`src/hw/rtl/dbct_pkg.sv`:
```
// Shared types and constants of the decaying bucket count table.
// Holds field widths, action codes, the register map and the
// controller-to-datapath command and status structs. No dependencies.
package dbct_pkg;

	// Bucket count used unless the top level is given another
	localparam int N_BUCKETS_DEF = 1024;

	// Field widths
	localparam int VALUE_W  = 21;	// feature value, signed Q4.16
	localparam int WEIGHT_W = 16;	// insert weight, Q8.8
	localparam int COUNT_W  = 32;	// bucket count, Q16.16
	localparam int FACTOR_W = 17;	// decay factor, Q1.16
	localparam int BIDX_W   = 10;	// reported bucket index
	localparam int FRAC_W   = 16;	// fraction bits of value, count and factor
	localparam int WSHIFT   = 8;	// Q8.8 weight to Q16.16 count

	// Decay factor reset value and unity
	localparam logic [FACTOR_W-1:0] DECAY_RESET = FACTOR_W'(52429);
	localparam logic [FACTOR_W-1:0] DECAY_ONE   = FACTOR_W'(65536);

	// Register port
	localparam int PADDR_W = 3;
	localparam int PDATA_W = 32;
	localparam logic REG_DECAY_FACTOR = 1'b0;	// register index, paddr[2]

	// Operation codes
	typedef enum logic [1:0] {
		ACT_INSERT = 2'd0,
		ACT_QUERY  = 2'd1,
		ACT_DECAY  = 2'd2,
		ACT_CLEAR  = 2'd3
	} action_t;

	// Controller commands to the datapath
	typedef struct packed {
		logic load_item;	// capture an accepted beat
		logic map;		// value times N-1
		logic wrap;		// fold into range, issue counter read
		logic update;		// read-modify-write of the counter
		logic sweep_dec;	// decay sweep: issue read of the current entry
		logic sweep_clr;	// clear sweep: write zero to the current entry
		logic out_load;		// move the result into the output register
	} dbct_cmd_t;

	// Datapath status to the controller
	typedef struct packed {
		action_t act;		// action of the item in flight
		logic sweep_last;	// sweep counter at the last entry
		logic pipe_empty;	// no decay write pending
		logic out_free;		// output register can take a result
	} dbct_sts_t;

endpackage

```
`src/hw/rtl/dbct_ctrl.sv`:
```
// Controller of the decaying bucket count table: one-hot state machine
// that sequences the reset clearing pass, item lookup and table sweeps.
// Depends on dbct_pkg.
module dbct_ctrl
	import dbct_pkg::*;
(
	input  logic      clk,
	input  logic      arst_n,
	input  logic      in_valid,
	input  logic [1:0] action,
	output logic      in_stall,
	output dbct_cmd_t cmd,
	input  dbct_sts_t sts
);

	typedef enum logic [7:0] {
		S_INIT   = 8'b0000_0001,
		S_IDLE   = 8'b0000_0010,
		S_MAP    = 8'b0000_0100,
		S_WRAP   = 8'b0000_1000,
		S_UPDATE = 8'b0001_0000,
		S_SWEEP  = 8'b0010_0000,
		S_DRAIN  = 8'b0100_0000,
		S_REPLY  = 8'b1000_0000
	} state_t;

	state_t state_q;
	state_t state_d;

	// Next state and commands
	always_comb begin
		state_d = state_q;
		cmd     = '0;
		in_stall = 1'b1;
		unique case (state_q)
			S_INIT: begin
				cmd.sweep_clr = 1'b1;
				if (sts.sweep_last) begin
					state_d = S_IDLE;
				end
			end
			S_IDLE: begin
				in_stall = 1'b0;
				if (in_valid) begin
					cmd.load_item = 1'b1;
					if (action == ACT_INSERT || action == ACT_QUERY) begin
						state_d = S_MAP;
					end else begin
						state_d = S_SWEEP;
					end
				end
			end
			S_MAP: begin
				cmd.map = 1'b1;
				state_d = S_WRAP;
			end
			S_WRAP: begin
				cmd.wrap = 1'b1;
				state_d = S_UPDATE;
			end
			S_UPDATE: begin
				cmd.update = 1'b1;
				state_d = S_REPLY;
			end
			S_SWEEP: begin
				if (sts.act == ACT_DECAY) begin
					cmd.sweep_dec = 1'b1;
				end else begin
					cmd.sweep_clr = 1'b1;
				end
				if (sts.sweep_last) begin
					state_d = S_DRAIN;
				end
			end
			S_DRAIN: begin
				if (sts.pipe_empty) begin
					state_d = S_REPLY;
				end
			end
			S_REPLY: begin
				if (sts.out_free) begin
					cmd.out_load = 1'b1;
					state_d = S_IDLE;
				end
			end
			default: begin
				state_d = S_INIT;
			end
		endcase
	end

	// State register
	always_ff @(posedge clk or negedge arst_n) begin
		if (!arst_n) begin
			state_q <= S_INIT;
		end else begin
			state_q <= state_d;
		end
	end

endmodule

```
`config.mk`:
```
export PLATFORM = sky130hd
export DESIGN_NAME = dbct_ctrl
export DESIGN_NICKNAME = d
export VERILOG_FILES = /design/src/hw/rtl/dbct_pkg.sv /design/src/hw/rtl/dbct_ctrl.sv
export SDC_FILE = /design/constraint.sdc
export NUM_CORES = 1
export LEC_CHECK = 0
export BUFFER_PORTS_ARGS = -buffer_cell sky130_fd_sc_hd__buf_4
export CORE_UTILIZATION = 44
export DETAILED_ROUTE_END_ITERATION = 6
export MAX_ROUTING_LAYER = met4
export PLACE_DENSITY = 0.7
export SLEW_MARGIN = 20
export SYNTH_ARGS = -nofsm -noshare
export SYNTH_HDL_FRONTEND = slang
export SYNTH_SLANG_ARGS = --single-unit
```
`constraint.sdc`:
```
create_clock -name clk -period 2 [get_ports clk]
set_clock_uncertainty 0.2 [all_clocks]
set_input_delay 0.2 -clock clk [delete_from_list [all_inputs] [get_ports clk]]
set_output_delay 0.2 -clock clk [all_outputs]
set_load 0.02 [all_outputs]
```
Word-level counts from Yosys, hierarchy flattened
Index checks and enable logic that the tools add are counted.

operators by class
  add/sub/neg operators = 0
  multipliers = 0
  div/mod/pow operators = 0
  $lt $le $gt $ge = 0
  equal/unequal tests = 15
  shift-type cells = 0
  multiplexer cells = 19
  bitwise logic cells = 0
  reduce and logical (&&, ||, !) cells = 3

operator list
  operator                                              number
  one-hot mux 8 bit (8 select lines)                    1
  two-way mux 8 bit                                     5
  two-way mux 1 bit                                     11
  != test 2 bit (second input constant)                 5
  equality test 8 x 1 -> 1 bit (second input constant)  1
  equality test 8 x 2 -> 1 bit (second input constant)  1
  equality test 8 x 3 -> 1 bit (second input constant)  1
  equality test 8 x 4 -> 1 bit (second input constant)  1
  equality test 8 x 5 -> 1 bit (second input constant)  1
  equality test 8 x 6 -> 1 bit (second input constant)  1
  equality test 8 x 7 -> 1 bit (second input constant)  1
  equality test 8 bit (second input constant)           1
  two-way mux 6 bit                                     1
  AND reduction 5 bit                                   1
  equality test 2 x 1 -> 1 bit (second input constant)  1
  equality test 2 bit (second input constant)           1
  zero test 2 bit                                       1
  one-hot mux 1 bit (2 select lines)                    1
  logical OR 1 bit                                      1

word-level totals
  flip-flop bits (word level) = 8
  latch bits = 0
  memory bits (writable) = 0
  ROM bits = 0
  input port bits = 10
  output and inout port bits = 8
  logic and storage cells = 38
  memories = 0

Depth between registers and ports, before layout
Gate-level depths: netlist (run 1).

  word-level depth = 5
  gate-level depth with buffers = 5
  depth with buffers taken out = 4

Worst setup path after synthesis (run 1)
Ideal clock, no wire load.

  kind = register to output
  from = reg state_q[6]
  to = out cmd[2] (netlist name)
  arrival = 1.450 ns
  data required time = 1.600 ns
  setup slack = 0.150 ns
  stages on the path, launching flop included = 6
  path buffers = 1
  path through = dfrtp_1 buf_6 nor4_2 nand2_2 or2_4 nor2_1

RTL lines
  element                 RTL line         source
  start, declared         dbct_ctrl.sv:27  state_t state_q;
  start signal, assigned  dbct_ctrl.sv:97  state_q <= state_d;
  end, declared           dbct_ctrl.sv:12  output dbct_cmd_t cmd,

==> results of run 1 <==
[cell usage in the layout (no fill, tap or decap), types with 2 or more instances in the layout]
| cell type | Yosys | final |
|---|---|---|
| sky130_fd_sc_hd__dlygate4sd3_1 | 0 | 4 |
| sky130_fd_sc_hd__nand2b_1 | 4 | 4 |
| sky130_fd_sc_hd__buf_4 | 0 | 22 |
| sky130_fd_sc_hd__nor2b_1 | 2 | 2 |
| sky130_fd_sc_hd__dfrtp_2 | 0 | 3 |
| sky130_fd_sc_hd__o22ai_1 | 3 | 3 |
| sky130_fd_sc_hd__inv_1 | 2 | 2 |
| sky130_fd_sc_hd__nand3_1 | 3 | 2 |
| sky130_fd_sc_hd__nor2_1 | 6 | 5 |
| sky130_fd_sc_hd__clkbuf_4 | 0 | 3 |
| sky130_fd_sc_hd__xnor2_1 | 2 | 2 |
| sky130_fd_sc_hd__nor3_1 | 2 | 2 |
| sky130_fd_sc_hd__or3b_1 | 2 | 2 |
| sky130_fd_sc_hd__dfrtp_1 | 7 | 4 |
| sky130_fd_sc_hd__and3_2 | 2 | 2 |
| sky130_fd_sc_hd__and4_1 | 3 | 3 |
[layout make-up]
type | count | area [um2]
fill | 92 | 312
tap | 14 | 17.5
inverter | 3 | 11.3
sequential | 8 | 205
timing repair buffer | 26 | 205
clock buffer | 4 | 26.3
multi-input combinational | 50 | 379
[critical path, delay by kind of cell (launching register included)]
| family | cells | cell delay (ns) |
|---|---|---|
| and+or+nand+nor | 4 | 0.76 |
| DFF | 1 | 0.45 |
| buffers and inverters | 1 | 0.14 |
[worst max-delay path by stage]
stage                    start     end  slack, ns
finish              state_q[7]  cmd[2]      -0.02
global route        state_q[7]  cmd[2]      -0.08
CTS                 state_q[1]  cmd[2]      -0.04
detailed placement  state_q[6]  cmd[2]       0.18
global placement    state_q[6]  cmd[2]       0.18
floorplan           state_q[6]  cmd[2]       0.15
[metrics by stage]
| stage | hold slack, ns | worst slack (ns) | area (um2) | power (mW) | TNS (ns) |
|---|---|---|---|---|---|
| after floorplan | -0.296 | 0.150 | 578 | 0.523 | 0 |
| after global placement | -0.174 | 0.185 | 727 | 0.668 | 0 |
| after detailed placement | -0.172 | 0.180 | 727 | 0.673 | 0 |
| after CTS | 0.0536 | -0.0443 | 808 | 0.844 | -0.0443 |
| after global routing | 0.0576 | -0.0765 | 845 | 0.928 | -0.192 |
| final | 0.0553 | -0.0173 | 845 | 0.870 | -0.0173 |
[synth_stat cells]
cell type,instances,share of area
sky130_fd_sc_hd__nand3_1,3,0.026
sky130_fd_sc_hd__nand4_1,1,0.011
sky130_fd_sc_hd__a21oi_1,2,0.017
sky130_fd_sc_hd__a21o_1,1,0.013
sky130_fd_sc_hd__o21ai_0,1,0.0086
sky130_fd_sc_hd__nor2_1,6,0.039
sky130_fd_sc_hd__dfstp_2,1,0.045
sky130_fd_sc_hd__nand2b_1,4,0.043
sky130_fd_sc_hd__nor4_2,1,0.022
sky130_fd_sc_hd__buf_6,1,0.019
sky130_fd_sc_hd__o2bb2ai_2,1,0.026
sky130_fd_sc_hd__a31oi_1,1,0.011
sky130_fd_sc_hd__inv_2,1,0.0065
sky130_fd_sc_hd__nor3_1,2,0.017
sky130_fd_sc_hd__and4_1,3,0.045
sky130_fd_sc_hd__nor3_2,1,0.017
sky130_fd_sc_hd__xnor2_1,2,0.030
sky130_fd_sc_hd__or3_1,1,0.011
sky130_fd_sc_hd__inv_1,2,0.013
sky130_fd_sc_hd__and3_1,1,0.011
sky130_fd_sc_hd__o21bai_1,1,0.013
sky130_fd_sc_hd__o221ai_2,1,0.026
sky130_fd_sc_hd__or2_4,1,0.015
sky130_fd_sc_hd__o21a_1,1,0.013
sky130_fd_sc_hd__o22ai_1,3,0.032
sky130_fd_sc_hd__o32a_2,1,0.019
sky130_fd_sc_hd__nand2_2,1,0.011
sky130_fd_sc_hd__nor2b_1,2,0.022
sky130_fd_sc_hd__dfrtp_1,7,0.30
sky130_fd_sc_hd__o211a_1,1,0.017
sky130_fd_sc_hd__and3_2,2,0.026
sky130_fd_sc_hd__o31a_2,1,0.017
sky130_fd_sc_hd__nor4_1,1,0.011
sky130_fd_sc_hd__or3b_1,2,0.030
sky130_fd_sc_hd__nor2_2,1,0.011
[per-layer routing]
layer,track usage,share of wire,wire (um),vias to the layer above
li1,-,-,-,292
met3,0.0523,0.029,42,4
met2,0.343,0.47,697,10
met1,0.309,0.48,705,296
met5,-,0,0,-
met4,0.134,0.016,24,0
[timing repair]
action | 4_1_cts | 5_1_grt
setup buffers | 0 | 3
setup endpoints to repair | 3 | 5
pin swaps | 0 | 2
endpoints found under the hold margin | 11 | 0
gates resized for setup | 3 | 5
hold buffers | 4 | 0
[kinds of logic (layout without fill, tap and decap cells)]
kind of cell / after synthesis / after routing / share of synthesized area
AND/OR/NAND/NOR: 33 / 33 / 0.368
AO/OA/AOI/OAI: 15 / 15 / 0.214
flip-flops: 8 / 8 / 0.348
buffers and inverters: 4 / 33 / 0.0390
XOR/XNOR: 2 / 2 / 0.0303
[power by group through the flow]
stage | Sequential [mW] | Combinational, mW | Clock, mW
after floorplan | 0.230 | 0.293 | 0
after CTS | 0.244 | 0.456 | 0.144
final | 0.248 | 0.481 | 0.142
after detailed placement | 0.242 | 0.431 | 0
after global routing | 0.255 | 0.518 | 0.155
after global placement | 0.239 | 0.430 | 0
==> impl_metrics.prom, run 1 <==
# TYPE chip_impl_metric gauge
chip_impl_metric{name="post_layout_nonfiller_instances",unit=""} 105
chip_impl_metric{name="switchingPower",unit="mW"} 0.360
chip_impl_metric{name="avgRoutedWirePerCell",unit="um"} 14.0
chip_impl_metric{name="timing.fmax",unit="MHz"} 496
chip_impl_metric{name="p_sw_frac",unit=""} 0.414
chip_impl_metric{name="max-cap-violations",unit=""} 0
chip_impl_metric{name="clk_pin_slew_worst_paths",unit="ns"} 0.06
chip_impl_info{name="rsz0062_at_grt",value="yes"} 1
chip_impl_metric{name="globalplace.congestion",unit=""} 0.793
chip_impl_metric{name="die_h",unit="um"} 38.2
chip_impl_metric{name="largest_register_ffs",unit=""} 8
chip_impl_metric{name="grt_max_degree",unit=""} 11
chip_impl_metric{name="fp-row-count",unit=""} 12
chip_impl_metric{name="detail_route.first_pass.iterations",unit=""} 4
chip_impl_metric{name="finalWorstSetupSlack",unit="ns"} -0.0173
chip_impl_metric{name="core_region_area",unit="um2"} 1160
chip_impl_metric{name="grt_first_pass_wirelength",unit="um"} 2270
chip_impl_info{name="worst_r2r_startpoint",value="state_q[7]"} 1
chip_impl_metric{name="internal-power",unit="mW"} 0.510
chip_impl_metric{name="post_synth_instance_area",unit="um2"} 578
chip_impl_metric{name="vias",unit=""} 602
chip_impl_metric{name="power.sequential.fraction",unit=""} 0.285
chip_impl_metric{name="fp.dieArea",unit="um2"} 1460
chip_impl_info{name="tritoncts_clock_tree",value="yes"} 1
chip_impl_metric{name="place.detailed.hpwl",unit="um"} 1030
chip_impl_metric{name="drtIter0Drc",unit=""} 12
chip_impl_metric{name="hold_path_depth",unit=""} 3
chip_impl_metric{name="vdd.ir_drop.worst",unit="V"} 0.000675
chip_impl_metric{name="yosys_warnings",unit=""} 0
chip_impl_metric{name="worst-slew-pin-transition",unit="ns"} 0.298
chip_impl_metric{name="clock_tree.htree_level_count",unit=""} 1
chip_impl_metric{name="period_needed",unit="ns"} 2.02
chip_impl_metric{name="cts_sinks",unit=""} 8
chip_impl_metric{name="worst_ep_required_time",unit="ns"} 1.60
chip_impl_metric{name="power_frac_clock",unit=""} 0.163
chip_impl_metric{name="ys_seq_elements",unit=""} 8
chip_impl_metric{name="area.growth.synth_to_final",unit="%"} 46.1
chip_impl_info{name="hold_path.class",value="in -> reg"} 1
chip_impl_info{name="timing.critical_path.cells",value="nor4_4, nand2_2, or2_4, nor2_1, buf_4"} 1
chip_impl_info{name="setup.worst_path.end_class",value="output pin"} 1
chip_impl_metric{name="syn-mean-instance-area",unit="um2"} 9.32
chip_impl_metric{name="final_core_utilization",unit=""} 0.731
chip_impl_metric{name="report.final.setup_viol",unit=""} 1
chip_impl_metric{name="synthesis.nets",unit=""} 72
chip_impl_metric{name="crit_arrival",unit="ns"} 1.62
chip_impl_metric{name="yosys.cell_types.count",unit=""} 35
chip_impl_metric{name="wirelength",unit="um"} 1470
chip_impl_info{name="largest_register",value="state_q"} 1
chip_impl_metric{name="critPathMaxFanout",unit=""} 4
chip_impl_info{name="holdCritStartpoint",value="sts[1]"} 1
chip_impl_info{name="setup.worst_path.start_class",value="flip-flop"} 1
chip_impl_metric{name="syn_inst",unit=""} 62
chip_impl_info{name="critical_path.slowest_cell",value="sky130_fd_sc_hd__dfrtp_2"} 1
chip_impl_metric{name="r2r_cells",unit=""} 5
chip_impl_metric{name="finalCritPeriodShare",unit=""} 1.01
chip_impl_info{name="biggestRegsByFlops",value="state_q x8"} 1
chip_impl_metric{name="skew_pair_late_insertion_delay",unit="ns"} 0.27
chip_impl_metric{name="comb_pwr_share",unit=""} 0.552
chip_impl_metric{name="hold_viol_final",unit=""} 0
chip_impl_metric{name="die_w",unit="um"} 38.2
chip_impl_metric{name="relSlewSlack",unit=""} 0.801
chip_impl_metric{name="final_net_count",unit=""} 102
chip_impl_metric{name="gr-total-overflow",unit=""} 0
chip_impl_metric{name="grt_pass1_vias",unit=""} 511
chip_impl_info{name="cts_root_buffer",value="sky130_fd_sc_hd__clkbuf_4"} 1
chip_impl_metric{name="starting_density_of_the_core",unit=""} 0.500
chip_impl_info{name="path_class",value="reg -> out"} 1
chip_impl_metric{name="antenna-diode-count",unit=""} 0
chip_impl_metric{name="drt_drc_violations_left",unit=""} 0
chip_impl_metric{name="critical_path.max_stage_delay",unit="ns"} 0.45
chip_impl_metric{name="cellPowerDensity",unit="nW/um2"} 1030
chip_impl_info{name="min_to",value="state_q[6]"} 1
chip_impl_metric{name="rrSetupSlack",unit="ns"} 0.24
chip_impl_metric{name="place_inst",unit=""} 94
chip_impl_metric{name="globalRouteTotalUtil",unit=""} 0.239
chip_impl_info{name="violations",value="negative setup slack"} 1
chip_impl_metric{name="grt_antenna_before_repair",unit=""} 0
chip_impl_metric{name="ys_seq_area_frac",unit=""} 0.348
chip_impl_info{name="critical_path.reg2reg.endpoint",value="state_q[1]"} 1
chip_impl_metric{name="antenna_violating_nets_post_route",unit=""} 0
chip_impl_metric{name="power.leakage",unit="nW"} 0.380
chip_impl_info{name="status",value="finished, violations left"} 1
chip_impl_metric{name="clock_path_buffers",unit=""} 2
chip_impl_metric{name="drive_gt1_frac",unit=""} 0.484
chip_impl_metric{name="drv_slew",unit=""} 0
chip_impl_metric{name="io_buffer_count",unit=""} 16
chip_impl_metric{name="design.portCount",unit=""} 18
chip_impl_metric{name="tritoncts.num_buffers",unit=""} 3
chip_impl_metric{name="detail_route.vias_per_cell",unit=""} 5.73
No activity file was read; power rests on OpenSTA's default activity.
==> run 2: changes to the inputs <==
CTS_CLUSTER_SIZE = 28   (was default)
SKIP_CTS_REPAIR_TIMING = 1   (was default)
==> impl_metrics.prom, run 2 (synthesis gave the netlist of run 1 again) <==
# TYPE chip_impl_metric gauge
chip_impl_info{name="status",value="finished, violations left"} 1
chip_impl_info{name="violations",value="negative setup slack"} 1
chip_impl_metric{name="die_h",unit="um"} 38.2
chip_impl_info{name="timing.critical_path.cells",value="nor4_4, nand2_2, or2_4, nor2_4, buf_6"} 1
chip_impl_metric{name="antenna_violating_nets_post_route",unit=""} 0
chip_impl_metric{name="final_net_count",unit=""} 102
chip_impl_metric{name="place.detailed.hpwl",unit="um"} 1030
chip_impl_metric{name="max-cap-violations",unit=""} 0
chip_impl_metric{name="report.final.setup_viol",unit=""} 1
chip_impl_metric{name="vdd.ir_drop.worst",unit="V"} 0.000671
chip_impl_metric{name="final_core_utilization",unit=""} 0.750
chip_impl_metric{name="drtIter0Drc",unit=""} 13
chip_impl_metric{name="finalSetupTns",unit="ns"} -0.00886
chip_impl_metric{name="met3_wirelength",unit="um"} 53
chip_impl_metric{name="finalCritPeriodShare",unit=""} 1.00
chip_impl_info{name="path_class",value="reg -> out"} 1
chip_impl_metric{name="clk_pin_slew_worst_paths",unit="ns"} 0.07
chip_impl_metric{name="gr-total-overflow",unit=""} 0
chip_impl_info{name="hold_path.class",value="in -> reg"} 1
chip_impl_metric{name="detail_route.vias_per_cell",unit=""} 5.76
chip_impl_metric{name="met1Wirelength",unit="um"} 727
chip_impl_info{name="cts_root_buffer",value="sky130_fd_sc_hd__clkbuf_4"} 1
chip_impl_metric{name="critical_path.max_stage_delay",unit="ns"} 0.45
chip_impl_info{name="critical_path.slowest_cell",value="sky130_fd_sc_hd__dfrtp_2"} 1
chip_impl_metric{name="grt_first_pass_wirelength",unit="um"} 2140
chip_impl_metric{name="globalplace.congestion",unit=""} 0.793
chip_impl_metric{name="worst-slew-pin-transition",unit="ns"} 0.299
chip_impl_metric{name="detail_route.first_pass.iterations",unit=""} 4
chip_impl_metric{name="cts_sinks",unit=""} 8
chip_impl_metric{name="clock_path_buffers",unit=""} 2
chip_impl_metric{name="die_w",unit="um"} 38.2
chip_impl_metric{name="critPathMaxFanout",unit=""} 4
chip_impl_info{name="biggestRegsByFlops",value="state_q x8"} 1
chip_impl_metric{name="area.growth.synth_to_final",unit="%"} 50.0
chip_impl_metric{name="wirelength",unit="um"} 1550
chip_impl_metric{name="fp-row-count",unit=""} 12
chip_impl_metric{name="drive_gt1_frac",unit=""} 0.495
chip_impl_info{name="largest_register",value="state_q"} 1
chip_impl_metric{name="tritoncts.num_buffers",unit=""} 3
chip_impl_metric{name="grt_antenna_before_repair",unit=""} 0
chip_impl_metric{name="fp.dieArea",unit="um2"} 1460
chip_impl_metric{name="starting_density_of_the_core",unit=""} 0.500
chip_impl_metric{name="hold_viol_final",unit=""} 0
chip_impl_metric{name="design.portCount",unit=""} 18
chip_impl_metric{name="grt_pass1_vias",unit=""} 486
chip_impl_metric{name="crit_arrival",unit="ns"} 1.61
chip_impl_metric{name="clock_tree.htree_level_count",unit=""} 1
chip_impl_metric{name="dpl_cell_area",unit="um2"} 727
chip_impl_info{name="top_signal_layer_used",value="met4"} 1
chip_impl_info{name="tritoncts_clock_tree",value="yes"} 1
chip_impl_metric{name="vias",unit=""} 605
chip_impl_metric{name="relSlewSlack",unit=""} 0.799
chip_impl_metric{name="drt_drc_violations_left",unit=""} 0
chip_impl_metric{name="total_power",unit="mW"} 0.900
chip_impl_info{name="cpLargestDelayFamily",value="simple AND/OR/NAND/NOR gates"} 1
chip_impl_metric{name="avgRoutedWirePerCell",unit="um"} 14.7
chip_impl_metric{name="antenna-diode-count",unit=""} 0
chip_impl_info{name="rsz0062_at_grt",value="yes"} 1
chip_impl_metric{name="timing.fmax",unit="MHz"} 498
chip_impl_info{name="setup.worst_path.start_class",value="flip-flop"} 1
chip_impl_metric{name="met2_length",unit="um"} 741
chip_impl_metric{name="worstPathBufferInverterCount",unit=""} 1
chip_impl_metric{name="grt_max_degree",unit=""} 11
chip_impl_metric{name="period_needed",unit="ns"} 2.01
chip_impl_info{name="mostFrequentLayoutCell",value="sky130_fd_sc_hd__buf_4"} 1
chip_impl_metric{name="cellPowerDensity",unit="nW/um2"} 1040
chip_impl_metric{name="globalRouteTotalUtil",unit=""} 0.225
chip_impl_info{name="most-common-layout-cells",value="sky130_fd_sc_hd__buf_4 (20), sky130_fd_sc_hd__nor2_1 (4), sky130_fd_sc_hd__nand2b_1 (4), sky130_fd_sc_hd__dlygate4sd3_1 (4), sky130_fd_sc_hd__dfrtp_1 (4)"} 1
chip_impl_metric{name="power.leakage",unit="nW"} 0.384
chip_impl_metric{name="skew_pair_late_insertion_delay",unit="ns"} 0.27
chip_impl_metric{name="finalInstanceArea",unit="um2"} 867
chip_impl_metric{name="io_buffer_count",unit=""} 16
chip_impl_metric{name="worst_ep_required_time",unit="ns"} 1.60
chip_impl_metric{name="drv_slew",unit=""} 0
chip_impl_info{name="setup.worst_path.end_class",value="output pin"} 1
chip_impl_metric{name="largest_register_ffs",unit=""} 8
chip_impl_metric{name="core_region_area",unit="um2"} 1160
chip_impl_metric{name="finalWorstSetupSlack",unit="ns"} -0.00886
-- run 2: cell counts in the layout (fill, tap and decap cells not counted) --
No cell type changed its count.
-- run 2: worst paths after layout --
kind | start | endpoint | slack (ns) | depth (start not counted)
min in group asynchronous | arst_n | state_q[3] | 0.10 | 2
min reg2reg | state_q[3] | state_q[4] | 0.47 | 1
max | state_q[7] | cmd[2] | -0.009 | 5
max in group asynchronous | arst_n | state_q[0] | 1.28 | 2
min | sts[1] | state_q[7] | 0.06 | 3
max reg2reg | state_q[7] | state_q[6] | 0.13 | 5
-- run 2: final cells by class --
cell class | count | area, um2
Fill cell | 83 | 289
Inverter | 3 | 11.3
Clock buffer | 4 | 26.3
Tap cell | 14 | 17.5
Sequential cell | 8 | 205
Multi-Input combinational cell | 50 | 394
Timing Repair Buffer | 26 | 213
-- run 2: power by group --
| part | internal [mW] | total, mW | switching, mW |
|---|---|---|---|
| clock network | 0.0768 | 0.141 | 0.0641 |
| registers | 0.198 | 0.248 | 0.0504 |
| logic | 0.252 | 0.511 | 0.259 |
-- run 2: tightest hold or removal path, delay by kind of cell --
kind,cells,cell delay [ns]
AOI/OAI and AO/OA,2,0.20
buffers and inverters,1,0.09
-- run 2: through the flow --
stage	std cells	hold slack [ns]	worst slack, ns
global route	105	0.0576	-0.0784
floorplan	62	-0.296	0.150
global placement	94	-0.174	0.185
finish	105	0.0610	-0.00886
CTS	98	-0.461	-0.0998
detailed placement	94	-0.172	0.180
-- run 2: metal layers --
layer | up-vias | global-route usage
met5 | - | -
met4 | 0 | 0.134
met3 | 4 | 0.0523
met2 | 16 | 0.318
met1 | 293 | 0.290
li1 | 292 | -
